==> src/adsr_envelope_generator_defines.svh <==
// Assertion macros for the ADSR envelope generator.
`ifndef ADSR_ENVELOPE_GENERATOR_DEFINES_SVH
`define ADSR_ENVELOPE_GENERATOR_DEFINES_SVH

`ifndef NO_ASSERTIONS

// Same-cycle implication, checked on every clock edge outside reset.
`define ADSR_ASSERT(label, ante, cons, msg) \
  label: assert property (@(posedge clk) disable iff (rst) (ante) |-> (cons)) \
    else $error(msg);

// Next-cycle implication, checked on every clock edge outside reset.
`define ADSR_ASSERT_NXT(label, ante, cons, msg) \
  label: assert property (@(posedge clk) disable iff (rst) (ante) |=> (cons)) \
    else $error(msg);

`else

`define ADSR_ASSERT(label, ante, cons, msg)
`define ADSR_ASSERT_NXT(label, ante, cons, msg)

`endif

`endif

==> src/adsr_pkg.sv <==
// Shared types, constants and helpers for the ADSR envelope generator.
package adsr_pkg;

  localparam int DEF_COUNT_BITS = 24;
  localparam int DEF_FRAC_BITS  = 24;

  localparam int LEVEL_W   = 16;
  localparam int DUR_W     = 24;
  localparam int CFG_IDX_W = 3;

  localparam logic [LEVEL_W-1:0] FULL_Q15 = 16'h8000;

  localparam logic [CFG_IDX_W-1:0] CFG_ATTACK  = 3'd0;
  localparam logic [CFG_IDX_W-1:0] CFG_DECAY   = 3'd1;
  localparam logic [CFG_IDX_W-1:0] CFG_SUSTAIN = 3'd2;
  localparam logic [CFG_IDX_W-1:0] CFG_RELEASE = 3'd3;

  localparam logic [DUR_W-1:0]   RST_ATTACK  = 24'd480;
  localparam logic [DUR_W-1:0]   RST_DECAY   = 24'd4800;
  localparam logic [LEVEL_W-1:0] RST_SUSTAIN = 16'd16384;
  localparam logic [DUR_W-1:0]   RST_RELEASE = 24'd4800;

  typedef enum logic [1:0] {
    CMD_TICK      = 2'd0,
    CMD_TRIG_ON   = 2'd1,
    CMD_TRIG_OFF  = 2'd2,
    CMD_SET_LEVEL = 2'd3
  } cmd_code_t;

  typedef enum logic [2:0] {
    PH_OFF     = 3'd0,
    PH_ATTACK  = 3'd1,
    PH_DECAY   = 3'd2,
    PH_SUSTAIN = 3'd3,
    PH_RELEASE = 3'd4
  } phase_t;

  typedef enum logic [1:0] {
    RS_ATTACK  = 2'd0,
    RS_DECAY   = 2'd1,
    RS_RELEASE = 2'd2
  } ramp_sel_t;

  typedef enum logic [2:0] {
    S_IDLE       = 3'd0,
    S_TICK_CHECK = 3'd1,
    S_TICK_WAIT  = 3'd2,
    S_OUT        = 3'd3,
    S_RAMP_WAIT  = 3'd4
  } ctrl_state_t;

  typedef struct packed {
    logic      step_en;
    logic      ramp_start;
    ramp_sel_t ramp_sel;
    logic      set_level;
    logic      phase_load;
    phase_t    phase_val;
    logic      out_load;
  } dp_cmd_t;

  typedef struct packed {
    logic   left_zero;
    phase_t phase;
    logic   ramp_busy;
    logic   out_free;
  } dp_status_t;

  function automatic logic [LEVEL_W-1:0] clamp_level(input logic [LEVEL_W-1:0] v);
    return (v > FULL_Q15) ? FULL_Q15 : v;
  endfunction

endpackage

==> src/adsr_div.sv <==
// Bit-serial restoring divider, one quotient bit per cycle.
module adsr_div #(
  parameter int DIVIDEND_W = 40,
  parameter int DIVISOR_W  = 24
) (
  input  logic                  clk,
  input  logic                  rst,
  input  logic                  start,
  input  logic [DIVIDEND_W-1:0] dividend,
  input  logic [DIVISOR_W-1:0]  divisor,
  output logic                  done,
  output logic [DIVIDEND_W-1:0] quotient
);

  localparam int CNT_W = $clog2(DIVIDEND_W + 1);

  logic                 busy;
  logic [CNT_W-1:0]     count;
  logic [DIVISOR_W-1:0] rem;
  logic [DIVISOR_W-1:0] dvsr;
  logic [DIVISOR_W:0]   shifted;
  logic [DIVISOR_W:0]   diff;
  logic                 fits;

  // partial remainder stays below the divisor, so the shifted value is below twice it
  always_comb begin
    shifted = {rem, quotient[DIVIDEND_W-1]};
    diff    = shifted - {1'b0, dvsr};
    fits    = !diff[DIVISOR_W];
  end

  always_ff @(posedge clk) begin
    if (rst) begin
      busy  <= 1'b0;
      done  <= 1'b0;
      count <= '0;
    end else begin
      done <= 1'b0;
      if (start) begin
        busy  <= 1'b1;
        count <= CNT_W'(DIVIDEND_W);
      end else if (busy) begin
        count <= count - 1'b1;
        if (count == CNT_W'(1)) begin
          busy <= 1'b0;
          done <= 1'b1;
        end
      end
    end
  end

  always_ff @(posedge clk) begin
    if (start) begin
      rem      <= '0;
      dvsr     <= divisor;
      quotient <= dividend;
    end else if (busy) begin
      rem      <= fits ? diff[DIVISOR_W-1:0] : shifted[DIVISOR_W-1:0];
      quotient <= {quotient[DIVIDEND_W-2:0], fits};
    end
  end

endmodule

==> src/adsr_datapath.sv <==
// Envelope datapath: config registers, level accumulator, ramp setup and output word.
module adsr_datapath #(
  parameter int COUNT_BITS = 24,
  parameter int FRAC_BITS  = 24
) (
  input  logic                              clk,
  input  logic                              rst,
  input  logic                              cfg_we,
  input  logic [adsr_pkg::CFG_IDX_W-1:0]    cfg_index,
  input  logic [adsr_pkg::DUR_W-1:0]        cfg_data,
  input  logic [adsr_pkg::LEVEL_W-1:0]      new_level,
  input  adsr_pkg::dp_cmd_t                 cmd,
  output adsr_pkg::dp_status_t              status,
  input  logic                              out_stall,
  output logic                              out_valid,
  output logic [adsr_pkg::LEVEL_W-1:0]      sample_level,
  output logic [2:0]                        phase
);
  import adsr_pkg::*;

  localparam int ACC_W  = LEVEL_W + FRAC_BITS;
  localparam int STEP_W = ACC_W + 1;
  localparam int SUM_W  = ACC_W + 2;

  localparam logic [ACC_W-1:0] FULL_ACC = {1'b1, {(ACC_W-1){1'b0}}};

  logic [DUR_W-1:0]   attack_samples;
  logic [DUR_W-1:0]   decay_samples;
  logic [LEVEL_W-1:0] sustain_level;
  logic [DUR_W-1:0]   release_samples;

  logic [ACC_W-1:0]         acc;
  logic signed [STEP_W-1:0] step;
  logic [COUNT_BITS-1:0]    samples_left;
  phase_t                   cur_phase;
  logic                     ramp_pending;
  logic                     ramp_neg;
  phase_t                   out_phase;

  logic [COUNT_BITS-1:0]    ramp_n;
  logic [ACC_W-1:0]         ramp_target;
  logic [ACC_W-1:0]         ramp_mag;
  logic                     ramp_down;
  logic                     div_start;
  logic                     div_done;
  logic [ACC_W-1:0]         div_quo;
  logic signed [STEP_W-1:0] step_mag;
  logic signed [SUM_W-1:0]  sum;
  logic [ACC_W-1:0]         acc_sat;

  always_comb begin
    unique case (cmd.ramp_sel)
      RS_ATTACK: begin
        ramp_n      = COUNT_BITS'(attack_samples);
        ramp_target = FULL_ACC;
      end
      RS_DECAY: begin
        ramp_n      = COUNT_BITS'(decay_samples);
        ramp_target = {clamp_level(sustain_level), {FRAC_BITS{1'b0}}};
      end
      default: begin
        ramp_n      = COUNT_BITS'(release_samples);
        ramp_target = '0;
      end
    endcase
    ramp_down = ramp_target < acc;
    ramp_mag  = ramp_down ? (acc - ramp_target) : (ramp_target - acc);
    div_start = cmd.ramp_start && (ramp_n != '0);
  end

  adsr_div #(
    .DIVIDEND_W(ACC_W),
    .DIVISOR_W (COUNT_BITS)
  ) u_div (
    .clk     (clk),
    .rst     (rst),
    .start   (div_start),
    .dividend(ramp_mag),
    .divisor (ramp_n),
    .done    (div_done),
    .quotient(div_quo)
  );

  // one tick: signed add, then clamp to 0 .. full scale
  always_comb begin
    step_mag = $signed({1'b0, div_quo});
    sum      = $signed({2'b00, acc}) + $signed({step[STEP_W-1], step});
    if (sum[SUM_W-1]) begin
      acc_sat = '0;
    end else if (sum[SUM_W-2:0] > {1'b0, FULL_ACC}) begin
      acc_sat = FULL_ACC;
    end else begin
      acc_sat = sum[ACC_W-1:0];
    end
  end

  always_ff @(posedge clk) begin
    if (rst) begin
      attack_samples  <= RST_ATTACK;
      decay_samples   <= RST_DECAY;
      sustain_level   <= RST_SUSTAIN;
      release_samples <= RST_RELEASE;
      acc             <= '0;
      step            <= '0;
      samples_left    <= '0;
      cur_phase       <= PH_OFF;
      ramp_pending    <= 1'b0;
      out_valid       <= 1'b0;
    end else begin
      if (cfg_we) begin
        unique case (cfg_index)
          CFG_ATTACK:  attack_samples  <= cfg_data;
          CFG_DECAY:   decay_samples   <= cfg_data;
          CFG_SUSTAIN: sustain_level   <= cfg_data[LEVEL_W-1:0];
          CFG_RELEASE: release_samples <= cfg_data;
          default: ;
        endcase
      end
      if (cmd.set_level) begin
        acc          <= {clamp_level(new_level), {FRAC_BITS{1'b0}}};
        step         <= '0;
        samples_left <= '0;
      end
      if (cmd.step_en && (samples_left != '0)) begin
        samples_left <= samples_left - 1'b1;
        acc          <= acc_sat;
      end
      if (cmd.ramp_start) begin
        samples_left <= ramp_n;
        unique case (cmd.ramp_sel)
          RS_ATTACK: cur_phase <= PH_ATTACK;
          RS_DECAY:  cur_phase <= PH_DECAY;
          default:   cur_phase <= PH_RELEASE;
        endcase
        if (ramp_n == '0) begin
          step <= '0;
        end else begin
          ramp_pending <= 1'b1;
        end
      end
      if (cmd.phase_load) begin
        cur_phase <= cmd.phase_val;
      end
      if (div_done) begin
        ramp_pending <= 1'b0;
        step         <= ramp_neg ? -step_mag : step_mag;
      end
      if (cmd.out_load) begin
        out_valid <= 1'b1;
      end else if (!out_stall) begin
        out_valid <= 1'b0;
      end
    end
  end

  always_ff @(posedge clk) begin
    if (div_start) begin
      ramp_neg <= ramp_down;
    end
    if (cmd.out_load) begin
      sample_level <= acc[FRAC_BITS +: LEVEL_W];
      out_phase    <= cur_phase;
    end
  end

  assign phase = out_phase;

  always_comb begin
    status.left_zero = (samples_left == '0);
    status.phase     = cur_phase;
    status.ramp_busy = ramp_pending;
    status.out_free  = !out_valid || !out_stall;
  end

endmodule

==> src/adsr_ctrl.sv <==
// Envelope controller: sequences each command word through the datapath.
module adsr_ctrl (
  input  logic                 clk,
  input  logic                 rst,
  input  logic                 in_valid,
  input  logic [1:0]           command,
  output logic                 in_stall,
  input  adsr_pkg::dp_status_t status,
  output adsr_pkg::dp_cmd_t    cmd
);
  import adsr_pkg::*;

  ctrl_state_t state;
  ctrl_state_t state_next;

  always_ff @(posedge clk) begin
    if (rst) begin
      state <= S_IDLE;
    end else begin
      state <= state_next;
    end
  end

  assign in_stall = (state != S_IDLE);

  always_comb begin
    state_next = state;
    cmd        = '0;
    unique case (state)
      S_IDLE: begin
        if (in_valid) begin
          unique case (cmd_code_t'(command))
            CMD_TICK: begin
              cmd.step_en = 1'b1;
              state_next  = S_TICK_CHECK;
            end
            CMD_TRIG_ON: begin
              cmd.ramp_start = 1'b1;
              cmd.ramp_sel   = RS_ATTACK;
              state_next     = S_RAMP_WAIT;
            end
            CMD_TRIG_OFF: begin
              cmd.ramp_start = 1'b1;
              cmd.ramp_sel   = RS_RELEASE;
              state_next     = S_RAMP_WAIT;
            end
            CMD_SET_LEVEL: begin
              cmd.set_level = 1'b1;
            end
          endcase
        end
      end
      S_TICK_CHECK: begin
        state_next = S_OUT;
        if (status.left_zero) begin
          unique case (status.phase)
            PH_ATTACK: begin
              cmd.ramp_start = 1'b1;
              cmd.ramp_sel   = RS_DECAY;
              state_next     = S_TICK_WAIT;
            end
            PH_DECAY: begin
              cmd.phase_load = 1'b1;
              cmd.phase_val  = PH_SUSTAIN;
            end
            PH_RELEASE: begin
              cmd.phase_load = 1'b1;
              cmd.phase_val  = PH_OFF;
            end
            default: ;
          endcase
        end
      end
      S_TICK_WAIT: begin
        if (!status.ramp_busy) begin
          state_next = S_OUT;
        end
      end
      S_OUT: begin
        if (status.out_free) begin
          cmd.out_load = 1'b1;
          state_next   = S_IDLE;
        end
      end
      S_RAMP_WAIT: begin
        if (!status.ramp_busy) begin
          state_next = S_IDLE;
        end
      end
      default: begin
        state_next = S_IDLE;
      end
    endcase
  end

endmodule

==> src/adsr_envelope_generator.sv <==
// Top level of the linear ADSR envelope generator.
// Input channel: in_valid/in_stall carry one command word (command, new_level).
//   Commands: tick, trigger on, trigger off, set level. A word is taken when
//   in_valid is high and in_stall is low.
// Output channel: out_valid/out_stall carry one result word (sample_level,
//   phase) for every tick; the other commands give no word.
// Config: cfg_we writes cfg_data to register cfg_index (attack, decay,
//   sustain, release); indexes beyond 3 are dropped. Write only while idle.
// Sequence, set by the controller and the bit-serial step divider:
//   tick: step, phase check, result load; input held off until the load.
//   tick that ends the attack: the decay-step divide runs after the phase
//   check, before the result load (no divide if the decay duration is zero).
//   trigger on / off: one divide (none if the duration is zero).
//   set level: taken in idle; input is not held off.
// A finished result sits in the output register while the next word is taken;
// if out_stall holds it, the next tick waits for the register to drain.
// Reset (rst, synchronous): config back to defaults, level 0, phase off,
// no result pending.
module adsr_envelope_generator #(
  parameter int COUNT_BITS = adsr_pkg::DEF_COUNT_BITS,
  parameter int FRAC_BITS  = adsr_pkg::DEF_FRAC_BITS
) (
  input  logic                           clk,
  input  logic                           rst,
  input  logic                           cfg_we,
  input  logic [adsr_pkg::CFG_IDX_W-1:0] cfg_index,
  input  logic [adsr_pkg::DUR_W-1:0]     cfg_data,
  input  logic                           in_valid,
  output logic                           in_stall,
  input  logic [1:0]                     command,
  input  logic [adsr_pkg::LEVEL_W-1:0]   new_level,
  output logic                           out_valid,
  input  logic                           out_stall,
  output logic [adsr_pkg::LEVEL_W-1:0]   sample_level,
  output logic [2:0]                     phase
);
  import adsr_pkg::*;

`include "adsr_envelope_generator_defines.svh"

  dp_cmd_t    dp_cmd;
  dp_status_t dp_status;
  logic       tick_taken;

  // controller: one word at a time, stalls input while busy
  adsr_ctrl u_ctrl (
    .clk     (clk),
    .rst     (rst),
    .in_valid(in_valid),
    .command (command),
    .in_stall(in_stall),
    .status  (dp_status),
    .cmd     (dp_cmd)
  );

  // datapath: accumulator, step divider, output register
  adsr_datapath #(
    .COUNT_BITS(COUNT_BITS),
    .FRAC_BITS (FRAC_BITS)
  ) u_dp (
    .clk         (clk),
    .rst         (rst),
    .cfg_we      (cfg_we),
    .cfg_index   (cfg_index),
    .cfg_data    (cfg_data),
    .new_level   (new_level),
    .cmd         (dp_cmd),
    .status      (dp_status),
    .out_stall   (out_stall),
    .out_valid   (out_valid),
    .sample_level(sample_level),
    .phase       (phase)
  );

  assign tick_taken = in_valid && !in_stall && (command == CMD_TICK);

  // a step divide only runs while the controller holds off input
  `ADSR_ASSERT(a_ramp_while_busy, dp_status.ramp_busy, in_stall, "ramp divide while idle")
  // never load the output register over an untaken word
  `ADSR_ASSERT(a_no_overwrite, dp_cmd.out_load, dp_status.out_free, "result word overwritten")
  // saturation keeps the reported level within full scale
  `ADSR_ASSERT(a_level_range, out_valid, sample_level <= FULL_Q15, "level above full scale")
  // an accepted tick always keeps the block busy for its result
  `ADSR_ASSERT_NXT(a_tick_busy, tick_taken, in_stall, "tick not sequenced")

endmodule
==> config.mk <==
export PLATFORM = sky130hd
export DESIGN_NAME = adsr_envelope_generator
export DESIGN_NICKNAME = d
export VERILOG_FILES = /design/src/adsr_pkg.sv /design/src/adsr_div.sv /design/src/adsr_datapath.sv /design/src/adsr_ctrl.sv /design/src/adsr_envelope_generator.sv
export VERILOG_INCLUDE_DIRS = /design/src /design/src/src
export SDC_FILE = /design/constraint.sdc
export NUM_CORES = 1
export LEC_CHECK = 0
export BUFFER_PORTS_ARGS = -buffer_cell sky130_fd_sc_hd__buf_2
export CAP_MARGIN = 15
export CORE_ASPECT_RATIO = 0.5
export CORE_UTILIZATION = 25
export CTS_CLUSTER_SIZE = 20
export DETAILED_ROUTE_END_ITERATION = 7
export HOLD_SLACK_MARGIN = 0.06
export PLACE_DENSITY = 0.39
export SYNTH_ARGS = -nofsm -noshare
export SYNTH_HDL_FRONTEND = slang
export SYNTH_SLANG_ARGS = --single-unit
==> constraint.sdc <==
create_clock -name clk -period 5.3 [get_ports clk]
set_input_delay 0.53 -clock clk [delete_from_list [all_inputs] [get_ports clk]]
set_output_delay 0.53 -clock clk [all_outputs]
set_load 0.02 [all_outputs]
==> Word level (Yosys, flattened, before mapping) <==
Cells that the tools add are included.
{ "op_classes": {"addsub": 7, "order_cmp": 4, "n_eq_ne": 21, "muxes": 53, "bitwise_logic": 2, "n_reduce_logical": 29} }
{ "ops": {"columns": ["op", "n"], "rows": [
  ["2-to-1 mux 40 bit", 7],
  ["2-to-1 mux 41 bit", 5],
  ["2-to-1 mux 24 bit", 4],
  ["case mux 40 bit (2 select lines)", 1],
  ["subtractor 40 bit", 2],
  ["zero test 24 bit", 2],
  ["case mux 24 bit (2 select lines)", 1],
  ["nonzero test 24 bit", 2],
  ["adder 41 x 41 -> 42 bit", 1],
  ["greater-than comparator 41 x 40 -> 1 bit, second input constant", 1],
  ["negator 40 -> 41 bit", 1],
  ["< comparator 40 bit", 1],
  ["greater-than comparator 16 bit, second input constant", 2],
  ["2-to-1 mux 16 bit", 2],
  ["subtractor 25 x 24 -> 25 bit", 1],
  ["2-to-1 mux 3 bit", 8],
  ["case mux 3 bit (2 select lines)", 4],
  ["subtractor 24 x 1 -> 24 bit, second input constant", 1],
  ["== test 3 x 2 -> 1 bit, second input constant", 5],
  ["case mux 3 bit (5 select lines)", 1],
  ["2-to-1 mux 1 bit", 14],
  ["2-to-1 mux 6 bit", 2],
  ["AND reduction 2 bit", 5],
  ["== test 3 x 1 -> 1 bit, second input constant", 3],
  ["other kinds (22)", 40]
]} }
{ "word_totals": {"register_bits": 317, "input_bits": 50, "out_inout_bits": 21, "wordCells": 137} }

==> Depth between registers and ports, before layout <==
Gate-level depths: netlist of run 1.
{ "logic_depth": {"depth_word": 10, "mapped_depth": 24, "mapped_depth_nobuf": 20} }

==> By module <==
From an unflattened synthesis of run 1, not the netlist that was laid out.
{ "hier_totals": {"hier_cells": 2388, "hier_area_um2": 19917.9} }
{ "by_module_without_submodules": {"columns": ["mod", "n_inst", "cells_each", "area_per_inst_um2"], "rows": [
  ["adsr_datapath", 1, 1889, 14421.3],
  ["adsr_div", 1, 456, 5147.4],
  ["adsr_ctrl", 1, 43, 349.1]
]} }

==> Worst setup path after synthesis of run 1 <==
Ideal clock, no wire load.
{ "synth_path": {"path_kind": "flip-flop to flip-flop", "start": "register u_dp.samples_left[6]", "end": "register u_dp.u_div.quotient[34] (data pin)", "setup_time_ns": 0.260, "t_arrival_ns": 4.907, "t_required_ns": 5.040, "slack_ns": 0.134, "path_stages_with_launch": 23, "period_less_slack_ns": 5.166, "path_cell_list": "dfxtp_1 nor4_2 or3b_4 nor3_1 nand4_1 a21oi_1 clkbuf_1 nand2_1 inv_1 ha_1 clkbuf_1 and3_1 and2_1 a31oi_1 a211oi_1 o31a_1 a211o_1 buf_2 inv_2 clkbuf_1 a21oi_1 xor2_1 mux2_2"} }
{ "synth_via": {"elab_chain_cells": 8, "word_cells_on_any_way": 14, "classes_between": "add/sub: 2; order compare: 1; eq/ne: 1; mux: 6; reduce/logical: 4"} }
{ "synth_lines": {"columns": ["element", "line", "rtl"], "rows": [
  ["start, declared", "adsr_datapath.sv:34", "logic [COUNT_BITS-1:0] samples_left;"],
  ["start signal, assigned", "adsr_datapath.sv:125", "samples_left <= samples_left - 1'b1;"],
  ["start signal, assigned", "adsr_datapath.sv:129", "samples_left <= ramp_n;"],
  ["zero test 24 bit *", "adsr_datapath.sv:169", "status.left_zero = (samples_left == '0);"],
  ["2-to-1 mux 3 bit *", "adsr_ctrl.sv:55", "if (status.left_zero) begin"],
  ["case mux 3 bit (2 select lines) *", "adsr_ctrl.sv:29", "unique case (state)"],
  ["== test 2 x 1 -> 1 bit / zero test 2 bit (equally long branches)", "adsr_datapath.sv:52", "unique case (cmd.ramp_sel)"],
  ["case mux 40 bit (2 select lines) / case mux 24 bit (2 select lines) (equally long branches)", "adsr_datapath.sv:52", null],
  ["subtractor 40 bit, or another cell as far along", "adsr_datapath.sv:67", "ramp_mag = ramp_down ? (acc - ramp_target) : (ramp_target - acc);"],
  ["2-to-1 mux 40 bit / logical AND 1 bit (equally long branches)", "adsr_datapath.sv:67, adsr_datapath.sv:68", null],
  ["2-to-1 mux 40 bit *", "adsr_div.sv:53", "if (start) begin"],
  ["end signal, assigned", "adsr_div.sv:56", "quotient <= dividend;"],
  ["end signal, assigned", "adsr_div.sv:59", "quotient <= {quotient[DIVIDEND_W-2:0], fits};"],
  ["end, declared", "adsr_div.sv:12", "output logic [DIVIDEND_W-1:0] quotient"]
]} }
Mark *: on every way between the ends. The rest lies on a longest branch, timed or not.
A chain may end at the register's enable or synchronous reset.

==> Worst setup path after layout of run 1 <==
{ "layout_path": {"start": "register u_dp.samples_left[7]", "end": "register u_dp.u_div.quotient[35] (data pin)"} }
Same word-level chain as after synthesis.

==> results.txt, run 1 <==
The routing usage on met2 was 0.2911. The final-report hold violation count is 0. Among all flip-flop cells after synthesis, the most frequent one is sky130_fd_sc_hd__dfxtp_1. The internal portion of the total power is 6.738 mW. Final period demand of the worst path: 5.013 ns.

The synthesized-area fraction occupied by ao, oa, aoi and oai cells was 0.2274; the net switching fraction of the power was 0.4079. The dominant combinational cell family by area after synthesis was compound AO/OA/AOI/OAI gates. Max-cap violations in this run came to 0.

The logs give 0.313 for the register share of total power and 5.59 ns for the endpoint required time on the critical path. The stage delay of the slowest cell on the critical path is 0.42 ns. The worst setup path is launched from a flip-flop. For the total via count after detailed routing, the log shows 18,310. Routability-driven placement finished with a final weighted congestion of 0.8461.

The number of different library cells used by synthesis comes to 81. The final number of max-transition violations was 0; the gate count after technology mapping was 2,498. After detailed routing, the average wire length per cell comes to 20.05 um. The cell area that synthesis handed to floorplanning was 19,960 um^2.

The post-layout instance area is 23,020 um^2. The total number of nets in the final design was 2,689; the effective utilization at floorplan was 0.2555. The cell count after placement came out at 3,526.

In this run the vertical extent of the chip is 201.8 um. The first routing iteration left 1,429 violations. The finished layout holds 3,595 standard cells, fillers aside. Summed over all nets, the switching power comes to 4.643 mW. The run gives 0.2391 as the routing usage on met1. The critical path goes through nor4_4, or3b_4, nor3_2, buf_4, nand4_1, a21oi_1, buf_4, nand2_1, inv_1, ha_1, and3_1, and2_1, a31oi_2, a211oi_2, o31a_1, a211o_1, inv_4, buf_12, o211ai_1, o31ai_2, xor2_1, a21oi_1.

Summed over all cells, the static leakage comes to 8.851 nW. The core region is 78,100 um^2. The first global-routing pass estimated 110,300 um of wire. The via density per instance was 5.094; the minimum hold slack was 0.1978 ns. Most common cell after layout, fill and taps aside: sky130_fd_sc_hd__nand2_1. The mean instance size in the synthesized netlist was 7.990 um^2. Clock-pin slew was measured on the worst setup and hold paths at 0.07 ns. The slew at the pin closest to its max-slew limit works out to 1.200 ns. Area share of fa/ha/maj cells after synthesis: 0.07009. The share of synthesized registers carrying an async set or reset is 0. The run gives 0.2001 as the headroom to the max-slew limit. IR analysis of the VDD net gives a maximum drop of 0.3103 mV.

The worst min-delay path category was in2reg. The detailed-routing iteration count for the pre-antenna-repair pass was 5; the post-layout total power was 11.38 mW. The met3 track demand over resource in global routing is 0.02595. In this run, synthesis inferred 84 flip-flops with an integrated enable. Pin placement for this block handled 71 I/O pins.

Yosys printed 0 warnings. The die is 401.6 um wide. The multiplexer share of the synthesized area came out at 0.01693. In this run the remaining antenna-violating nets after routing total 0.

Basic-gate share of the synthesized area counting and, or, nand and nor cells: 0.2212. The logs give 0 for the hold buffer count at CTS and 81,030 um^2 for the area of the die. The worst path arrival time was 5.30 ns; the post-detailed-route DRC marker count was 0. The global-route usage over all layers is 0.1751, and the worst slack after detailed placement is -0.1062 ns.

The area added between synthesis and finish is 15.36%. The final standard cell utilization of the core was 0.2948. Top cell family by delay on the critical path: simple AND/OR/NAND/NOR gates.

Summing all placed instances gives a cell area of 21,640 um^2. The total negative setup slack was 0 ns. The number of global-route vias before repair is 17,500. In this run the number of H-tree levels came out at 2. The area share of xor/xnor cells in the synthesized design was 0.05837. Setup repair after global routing left no endpoint under its margin.

CTS saw 317 sinks. The fraction of power consumed by the clock network was 0.253; the post-route worst setup slack was 0.2874 ns. When the netlist entered floorplanning its net count stood at 2,658. For the final database, setup skew stands at 0.03099 ns. The top cell types in the final layout, fill and taps aside, are 394 x sky130_fd_sc_hd__nand2_1, 260 x sky130_fd_sc_hd__a21oi_1, 231 x sky130_fd_sc_hd__nor2_1, 231 x sky130_fd_sc_hd__dfxtp_1, 107 x sky130_fd_sc_hd__ha_1. The share of final-layout standard cells stronger than drive strength 1 was 0.09617; the count of buffers from port buffering was 70. After global routing the overflow that remains totals 0. Clock latency on the worst-skew pair, taken at its later pin, is 0.60 ns. The cell with the biggest individual delay on the critical path was sky130_fd_sc_hd__or3b_4. The tree is rooted in a sky130_fd_sc_hd__clkbuf_16. The combinational share of power came out at 0.434. The clock passes through at most 3 buffers. The fill cell total of the finished layout is 8,340. The number of setup buffers added after CTS is 0. For this block, the routed nets add up to 72,100 um of wire.

The worst setup path is captured at a flip-flop. The final count of negative-setup-slack endpoints was 0; the initial antenna violation count was 1. The kind of critical path was reg2reg.

After global routing, the most crowded layer is met2. The run gives 0.3601 as the sequential area share after synthesis. The maximum operating frequency is 199.5 MHz. The run finished with clean final reports.

The power per cell area was 494.3 nW/um^2. The synthesized design contains 317 register bits. For the number of placement rows, the log shows 72. In this run the worst path has a maximum fanout of 23. TritonCTS built the clock tree.

Entering global routing, the biggest net connects 134 pins. Once detailed placement completed, the half-perimeter wirelength came to 53,000 um. The number of CTS-inserted buffers came out at 37.

Together, buffers and inverters on the worst path number 5. The final critical-path share of the clock period is 0.9458.
==> final timing paths <==
check | end | slack (ns) | start | cells past startpoint
max | u_dp.u_div.quotient[35]$_DFFE_PP_ | 0.29 | u_dp.samples_left[7]$_SDFFE_PP0P_ | 22
max reg2reg | u_dp.u_div.quotient[35]$_DFFE_PP_ | 0.29 | u_dp.samples_left[7]$_SDFFE_PP0P_ | 22
min reg2reg | u_dp.release_samples[10]$_SDFFE_PP0P_ | 0.45 | u_dp.release_samples[10]$_SDFFE_PP0P_ | 2
min | u_dp.decay_samples[23]$_SDFFE_PP0P_ | 0.20 | cfg_data[23] | 3
==> worst reg2reg max path, stage by stage (launching register included) <==
cell	delay, ns
sky130_fd_sc_hd__dfxtp_1	0.35
sky130_fd_sc_hd__nor4_4	0.29
sky130_fd_sc_hd__or3b_4	0.42
sky130_fd_sc_hd__nor3_2	0.23
sky130_fd_sc_hd__buf_4	0.15
sky130_fd_sc_hd__nand4_1	0.18
sky130_fd_sc_hd__a21oi_1	0.19
sky130_fd_sc_hd__buf_4	0.18
sky130_fd_sc_hd__nand2_1	0.09
sky130_fd_sc_hd__inv_1	0.12
sky130_fd_sc_hd__ha_1	0.31
sky130_fd_sc_hd__and3_1	0.20
sky130_fd_sc_hd__and2_1	0.17
sky130_fd_sc_hd__a31oi_2	0.19
sky130_fd_sc_hd__a211oi_2	0.12
sky130_fd_sc_hd__o31a_1	0.33
sky130_fd_sc_hd__a211o_1	0.40
sky130_fd_sc_hd__inv_4	0.14
sky130_fd_sc_hd__buf_12	0.18
sky130_fd_sc_hd__o211ai_1	0.14
sky130_fd_sc_hd__o31ai_2	0.11
sky130_fd_sc_hd__xor2_1	0.16
sky130_fd_sc_hd__a21oi_1	0.08
==> cell type report <==
class | count | area (um^2) | share of cell area
antenna | 1 | 2.502 | 0.0001087
clock buffer | 44 | 1025 | 0.04451
clock inverter | 24 | 299.0 | 0.01299
inverter | 95 | 359.1 | 0.01560
multi-input combinational | 1941 | 11970 | 0.5198
sequential | 317 | 7189 | 0.3123
tap | 1036 | 1296 | 0.05630
timing repair buffer | 137 | 884.6 | 0.03842
==> synth_stat cells, drive strengths merged, types with 8 or more instances <==
| cell | instances | area share |
|---|---|---|
| nand4b | 8 | 0.0035 |
| o41ai | 13 | 0.0057 |
| and2 | 22 | 0.0069 |
| nand2b | 24 | 0.0075 |
| a21oi | 262 | 0.066 |
| nor3 | 57 | 0.014 |
| o21a | 20 | 0.0075 |
| mux2i | 27 | 0.014 |
| edfxtp | 84 | 0.13 |
| inv | 95 | 0.018 |
| nor2b | 16 | 0.0050 |
| nand4 | 28 | 0.0088 |
| nand3 | 50 | 0.013 |
| or3 | 14 | 0.0044 |
| dfxtp | 233 | 0.23 |
| xor2 | 37 | 0.016 |
| and3 | 21 | 0.0066 |
| a211oi | 42 | 0.016 |
| or4 | 9 | 0.0034 |
| ha | 107 | 0.067 |
| a21o | 31 | 0.012 |
| o21ai | 103 | 0.026 |
| a31oi | 26 | 0.0082 |
| a221oi | 14 | 0.0061 |
| o31ai | 35 | 0.013 |
| xnor2 | 96 | 0.042 |
| o211ai | 19 | 0.0071 |
| o21bai | 14 | 0.0053 |
| clkbuf | 127 | 0.024 |
| nor4 | 41 | 0.014 |
| nand2 | 394 | 0.074 |
| buf | 18 | 0.0041 |
| a22oi | 62 | 0.023 |
| nor2 | 233 | 0.044 |
==> metal layers <==
| layer | routed length (um) | vias to the layer above |
|---|---|---|
| met2 | 33420 | 332 |
| met4 | 1243 | 0 |
| met3 | 3026 | 71 |
| li1 | - | 9069 |
| met1 | 34410 | 8840 |
| met5 | 0 | - |
==> logic make-up after synthesis <==
group           Yosys count
simple gates            955
compound gates          710
flops                   317
buf+inv                 240
xor+xnor                133
fa+ha+maj               110
mux                      33
==> power by group through the flow <==
stage / sequential (mW) / combinational, mW / clock [mW]
2_1_floorplan: 3.40 / 3.54 / 0
3_3_place_gp: 3.61 / 4.89 / 0
3_5_place_dp: 3.61 / 4.88 / 0
4_1_cts: 3.56 / 4.93 / 2.97
5_1_grt: 3.62 / 5.51 / 3.06
6_report: 3.56 / 4.94 / 2.88
==> state kept, by name, summed over array words and instances, names as in the netlist <==
| signal | flops |
|---|---|
| u_dp.phase | 3 |
| u_dp.ramp_pending | 1 |
| u_dp.u_div.quotient | 40 |
| u_dp.u_div.rem | 24 |
| u_dp.u_div.dvsr | 24 |
| u_dp.release_samples | 24 |
| u_ctrl.state | 3 |
| u_dp.step | 41 |
| u_dp.sample_level | 16 |
| u_dp.u_div.done | 1 |
| u_dp.u_div.count | 6 |
| u_dp.sustain_level | 16 |
| u_dp.u_div.busy | 1 |
| u_dp.ramp_neg | 1 |
| u_dp.decay_samples | 24 |
| u_dp.out_valid | 1 |
| u_dp.samples_left | 24 |
| u_dp.cur_phase | 3 |
| u_dp.acc | 40 |
| u_dp.attack_samples | 24 |
==> repair_timing <==
item | 4_1_cts | 5_1_grt
pin swaps | 0 | 3
hold endpoints to repair | 0 | 0
gates resized for setup | 3 | 7
endpoints found under the setup margin | 9 | 22
Note: power is estimated with default switching activity, not from simulation.
==> inputs of run 2 (changes only) <==
--- a/config.mk
+++ b/config.mk
@@ -8,12 +8,14 @@
 export LEC_CHECK = 0
 export BUFFER_PORTS_ARGS = -buffer_cell sky130_fd_sc_hd__buf_2
 export CAP_MARGIN = 15
+export CELL_PAD_IN_SITES_DETAIL_PLACEMENT = 1
+export CELL_PAD_IN_SITES_GLOBAL_PLACEMENT = 1
 export CORE_ASPECT_RATIO = 0.5
 export CORE_UTILIZATION = 25
 export CTS_CLUSTER_SIZE = 20
 export DETAILED_ROUTE_END_ITERATION = 7
 export HOLD_SLACK_MARGIN = 0.06
-export PLACE_DENSITY = 0.39
+export PLACE_DENSITY = 0.49
 export SYNTH_ARGS = -nofsm -noshare
 export SYNTH_HDL_FRONTEND = slang
 export SYNTH_SLANG_ARGS = --single-unit
==> run 2 against run 1 <==
Compared with the run above: setup slack gained 0.027 ns; total power shrank 0.71%; core utilization grew 0.067 points; non-clock buffer count grew 25; fmax grew 0.54%; cell area grew 0.23%; global-route usage grew 1.1 points; clock skew shrank 0.0048 ns; critical path type unchanged; critical endpoint is now u_dp.u_div.quotient[8]$_DFFE_PP_.
==> results.txt, run 2 (same netlist as run 1, synthesis figures left out) <==
The power per cell area was 489.7 nW/um^2 (-0.94%). More flip-flops sit in one register than any other, and that register is u_dp.step. The detailed-routing iteration count for the pre-antenna-repair pass was 5 (unchanged). Walking the worst path, the cells encountered are nor4_4, or3b_4, nor3_1, buf_4, nand4_1, a21oi_2, buf_4, and2_1, ha_1, or3b_2, nor4_2, buf_4, a31oi_2, a211oi_2, o31a_1, a211o_1, inv_2, buf_4, buf_12, a21oi_1, xnor2_1, a21oi_1. For the number of placement rows, the log shows 72 (unchanged). The maximum fanout count along the critical path works out to 15 (-35%). Most common cell after layout, fill and taps aside: sky130_fd_sc_hd__nand2_1.

For the final count of negative-setup-slack endpoints, the log shows 0 (unchanged). The top cell family by delay on the critical path was simple AND/OR/NAND/NOR gates. The tools report the fill cell total of the finished layout as 9,225 (+11%). The average wire per standard cell is 21.12 um (+5.3%), and the vertical die dimension is 201.8 um (unchanged). The final routed wirelength across all metal layers was 76,450 um (+6.0%). The flip-flop count of the largest register, all copies and words added works out to 41 (unchanged).

The worst-case vdd ir drop is 0.2339 mV (-25%), and the number of cells on the worst reg-to-reg path is 22 (unchanged). For the area of the die, the log shows 81,030 um^2 (unchanged). STA classifies the critical path endpoint as a flip-flop. The die width was 401.6 um (unchanged).

The post-layout total power is 11.30 mW (-0.71%), and the effective utilization at floorplan is 0.2555 (unchanged). In the layout the commonest cells are 394 x sky130_fd_sc_hd__nand2_1, 259 x sky130_fd_sc_hd__a21oi_1, 231 x sky130_fd_sc_hd__nor2_1, 231 x sky130_fd_sc_hd__dfxtp_1, 107 x sky130_fd_sc_hd__ha_1. By startpoint and endpoint, the worst setup path is classified as reg2reg. The tools report the endpoint required time on the critical path as 5.61 ns (+0.02 ns). Cell chosen for the clock root: sky130_fd_sc_hd__clkbuf_16. The global-route usage over all layers is 0.1863 (+0.01117).

The largest registers in the layout are u_dp.step: 41 flops, u_dp.acc: 40 flops, u_dp.u_div.quotient: 40 flops. The total grt overflow is 0 (unchanged), and the number of clock sinks seen by CTS is 317 (unchanged). The number of global-route vias before repair was 18,900 (+8.0%); the number of DRC markers after the initial detailed-route iteration was 1,194 (-16%).

The share of final-layout standard cells stronger than drive strength 1 was 0.1026 (+0.006425); the hold buffer count at CTS was 0 (unchanged). The tools report the headroom to the max-slew limit as 0.2498 (+0.04975). TritonCTS built the clock tree. The via density per instance was 5.167 (+1.4%); the number of stages on the worst hold path was 3 (unchanged). The startpoint type of the worst setup path is a flip-flop.

The tools report the number of max-cap violations as 0 (unchanged). The leakage power figure came out at 8.916 nW (+0.73%). The number of CTS-inserted buffers is 37 (unchanged).

The count of buffers from port buffering was 70 (unchanged). The combined buffer and inverter count along the critical path is 6 (+1). Startpoint of the worst-slack reg-to-reg timing path: u_dp.samples_left[9]$_SDFFE_PP0P_.

The half-perimeter wire length of the detailed placement result is 57,040 um (+7.6%), and the final critical-path share of the clock period is 0.9407 (-0.005054). The tools report the area of the core region as 78,100 um^2 (unchanged). The logs give 2 (+1) for the initial antenna violation count and 0.31 ns (+0.03 ns) for the worst reg-to-reg setup slack.

The worst min-delay path startpoint was cfg_data[20]. Area added between synthesis and finish: 15.62%. The path class of the tightest hold or removal check is in2reg. The end of the worst register-to-register path is u_dp.u_div.quotient[8]$_DFFE_PP_. Setup repair after global routing left no endpoint under its margin. The slew at the pin closest to its max-slew limit works out to 1.123 ns (-0.07735 ns). Stage delay of the slowest cell on the critical path: 0.45 ns (+0.03 ns).

The cell with the biggest individual delay on the critical path was sky130_fd_sc_hd__or3b_2. The tools report the pin count of the biggest net entering global routing as 134 (unchanged). For the number of I/O pins, the log shows 71 (unchanged). The total number of cells along the worst setup path works out to 22 (unchanged).

For the post-detailed-route DRC marker count, the log shows 0 (unchanged). The worst hold endpoint is u_dp.release_samples[20]$_SDFFE_PP0P_. First-pass GRT wire length: 117,600 um (+6.6%). For the final-report hold violation count, the log shows 0 (unchanged).

For the maximum clock insertion buffer count, the log shows 3 (unchanged). Global placement routability congestion: 0.8339 (-1.4%). The worst slack after detailed placement came out at 0.05567 ns (+0.1619 ns). The final period demand of the worst path came out at 4.986 ns (-0.02679 ns). The most numerous cell on the critical path is sky130_fd_sc_hd__buf_4. The total via count after detailed routing was 18,710 (+2.2%); the clock slew seen by the registers of the worst setup and hold paths was 0.06 ns (about the same). The logs give 0 ns (unchanged) for the total negative setup slack and 0 (unchanged) for the count of nets left with antenna violations after detail routing. The count of H-tree levels built during CTS was 2 (unchanged). The logs give 200.6 MHz (+0.54%) for the maximum operating frequency and 0.02622 ns (-0.004767 ns) for the clock tree skew after final layout.

The tools report the total number of nets in the final design as 2,714 (+0.93%). The post-route worst setup slack came out at 0.3142 ns (+0.02679 ns). The flow ran to the end, and the final reports show no timing, DRC or antenna violations. The worst path arrival time was 5.30 ns (about the same). The final number of max-transition violations came out at 0 (unchanged). Later-pin clock latency in the skew report: 0.60 ns (about the same).
==> run 2: how the worst max path moves through the flow <==
stage,start,to,slack (ns)
2_1_floorplan,u_dp.samples_left[6]$_SDFFE_PP0P_,u_dp.u_div.quotient[34]$_DFFE_PP_,0.13
3_3_place_gp,u_dp.samples_left[7]$_SDFFE_PP0P_,u_dp.u_div.quotient[17]$_DFFE_PP_,0.15
3_5_place_dp,u_dp.samples_left[7]$_SDFFE_PP0P_,u_dp.u_div.quotient[30]$_DFFE_PP_,0.06
4_1_cts,u_dp.samples_left[7]$_SDFFE_PP0P_,u_dp.u_div.quotient[30]$_DFFE_PP_,0.08
5_1_grt,u_dp.samples_left[9]$_SDFFE_PP0P_,u_dp.u_div.quotient[22]$_DFFE_PP_,0.02
6_report,u_dp.samples_left[9]$_SDFFE_PP0P_,u_dp.u_div.quotient[8]$_DFFE_PP_,0.31
==> run 2: layer usage <==
layer / GRT usage / part of all wire / up-vias
li1: - / - / 9112
met1: 0.2533 / 0.49 / 9278
met2: 0.3087 / 0.46 / 235
met3: 0.02556 / 0.031 / 81
met4: 0.04940 / 0.022 / 0
met5: 0 / 0 / -
==> run 2: per-stage QoR <==
| stage | cells | utilization | instance area (um^2) | hold WS, ns |
|---|---|---|---|---|
| after floorplan | 2498 | - | 19960 | 0.4319 |
| after global placement | 3550 | 0.2793 | 21820 | 0.4436 |
| after detailed placement | 3550 | 0.2793 | 21820 | 0.4476 |
| after CTS | 3618 | 0.2948 | 23030 | 0.1767 |
| after global routing | 3619 | 0.2954 | 23070 | 0.2042 |
| final | 3620 | 0.2954 | 23080 | 0.2140 |
==> run 2: layout make-up <==
class	count	area, um^2	share of cell area
inverter	95	356.6	0.01545
multi-input combinational	1941	11950	0.5180
sequential	317	7189	0.3116
antenna	1	2.502	0.0001084
timing repair buffer	162	1072	0.04647
tap	1036	1296	0.05617
clock buffer	47	1003	0.04349
clock inverter	21	201.4	0.008730
==> run 2: tightest hold or removal path, cell delays in order <==
cell and delay [ns]:
sky130_fd_sc_hd__buf_2 0.11, sky130_fd_sc_hd__nand2_1 0.05, sky130_fd_sc_hd__a21oi_1 0.05
==> run 2: what timing repair did <==
item | in CTS | in global routing
pin swaps | 0 | 4
setup buffers | 0 | 1
gates resized for setup | 1 | 6
setup endpoints to repair | 1 | 29
==> run 2: power breakdown <==
| group | internal, mW | leakage (nW) | switching [mW] | total (mW) |
|---|---|---|---|---|
| combinational | 2.04 | 5.64 | 3.04 | 5.08 |
| sequential | 3.05 | 2.68 | 0.484 | 3.54 |
| clock | 1.50 | 0.599 | 1.18 | 2.69 |
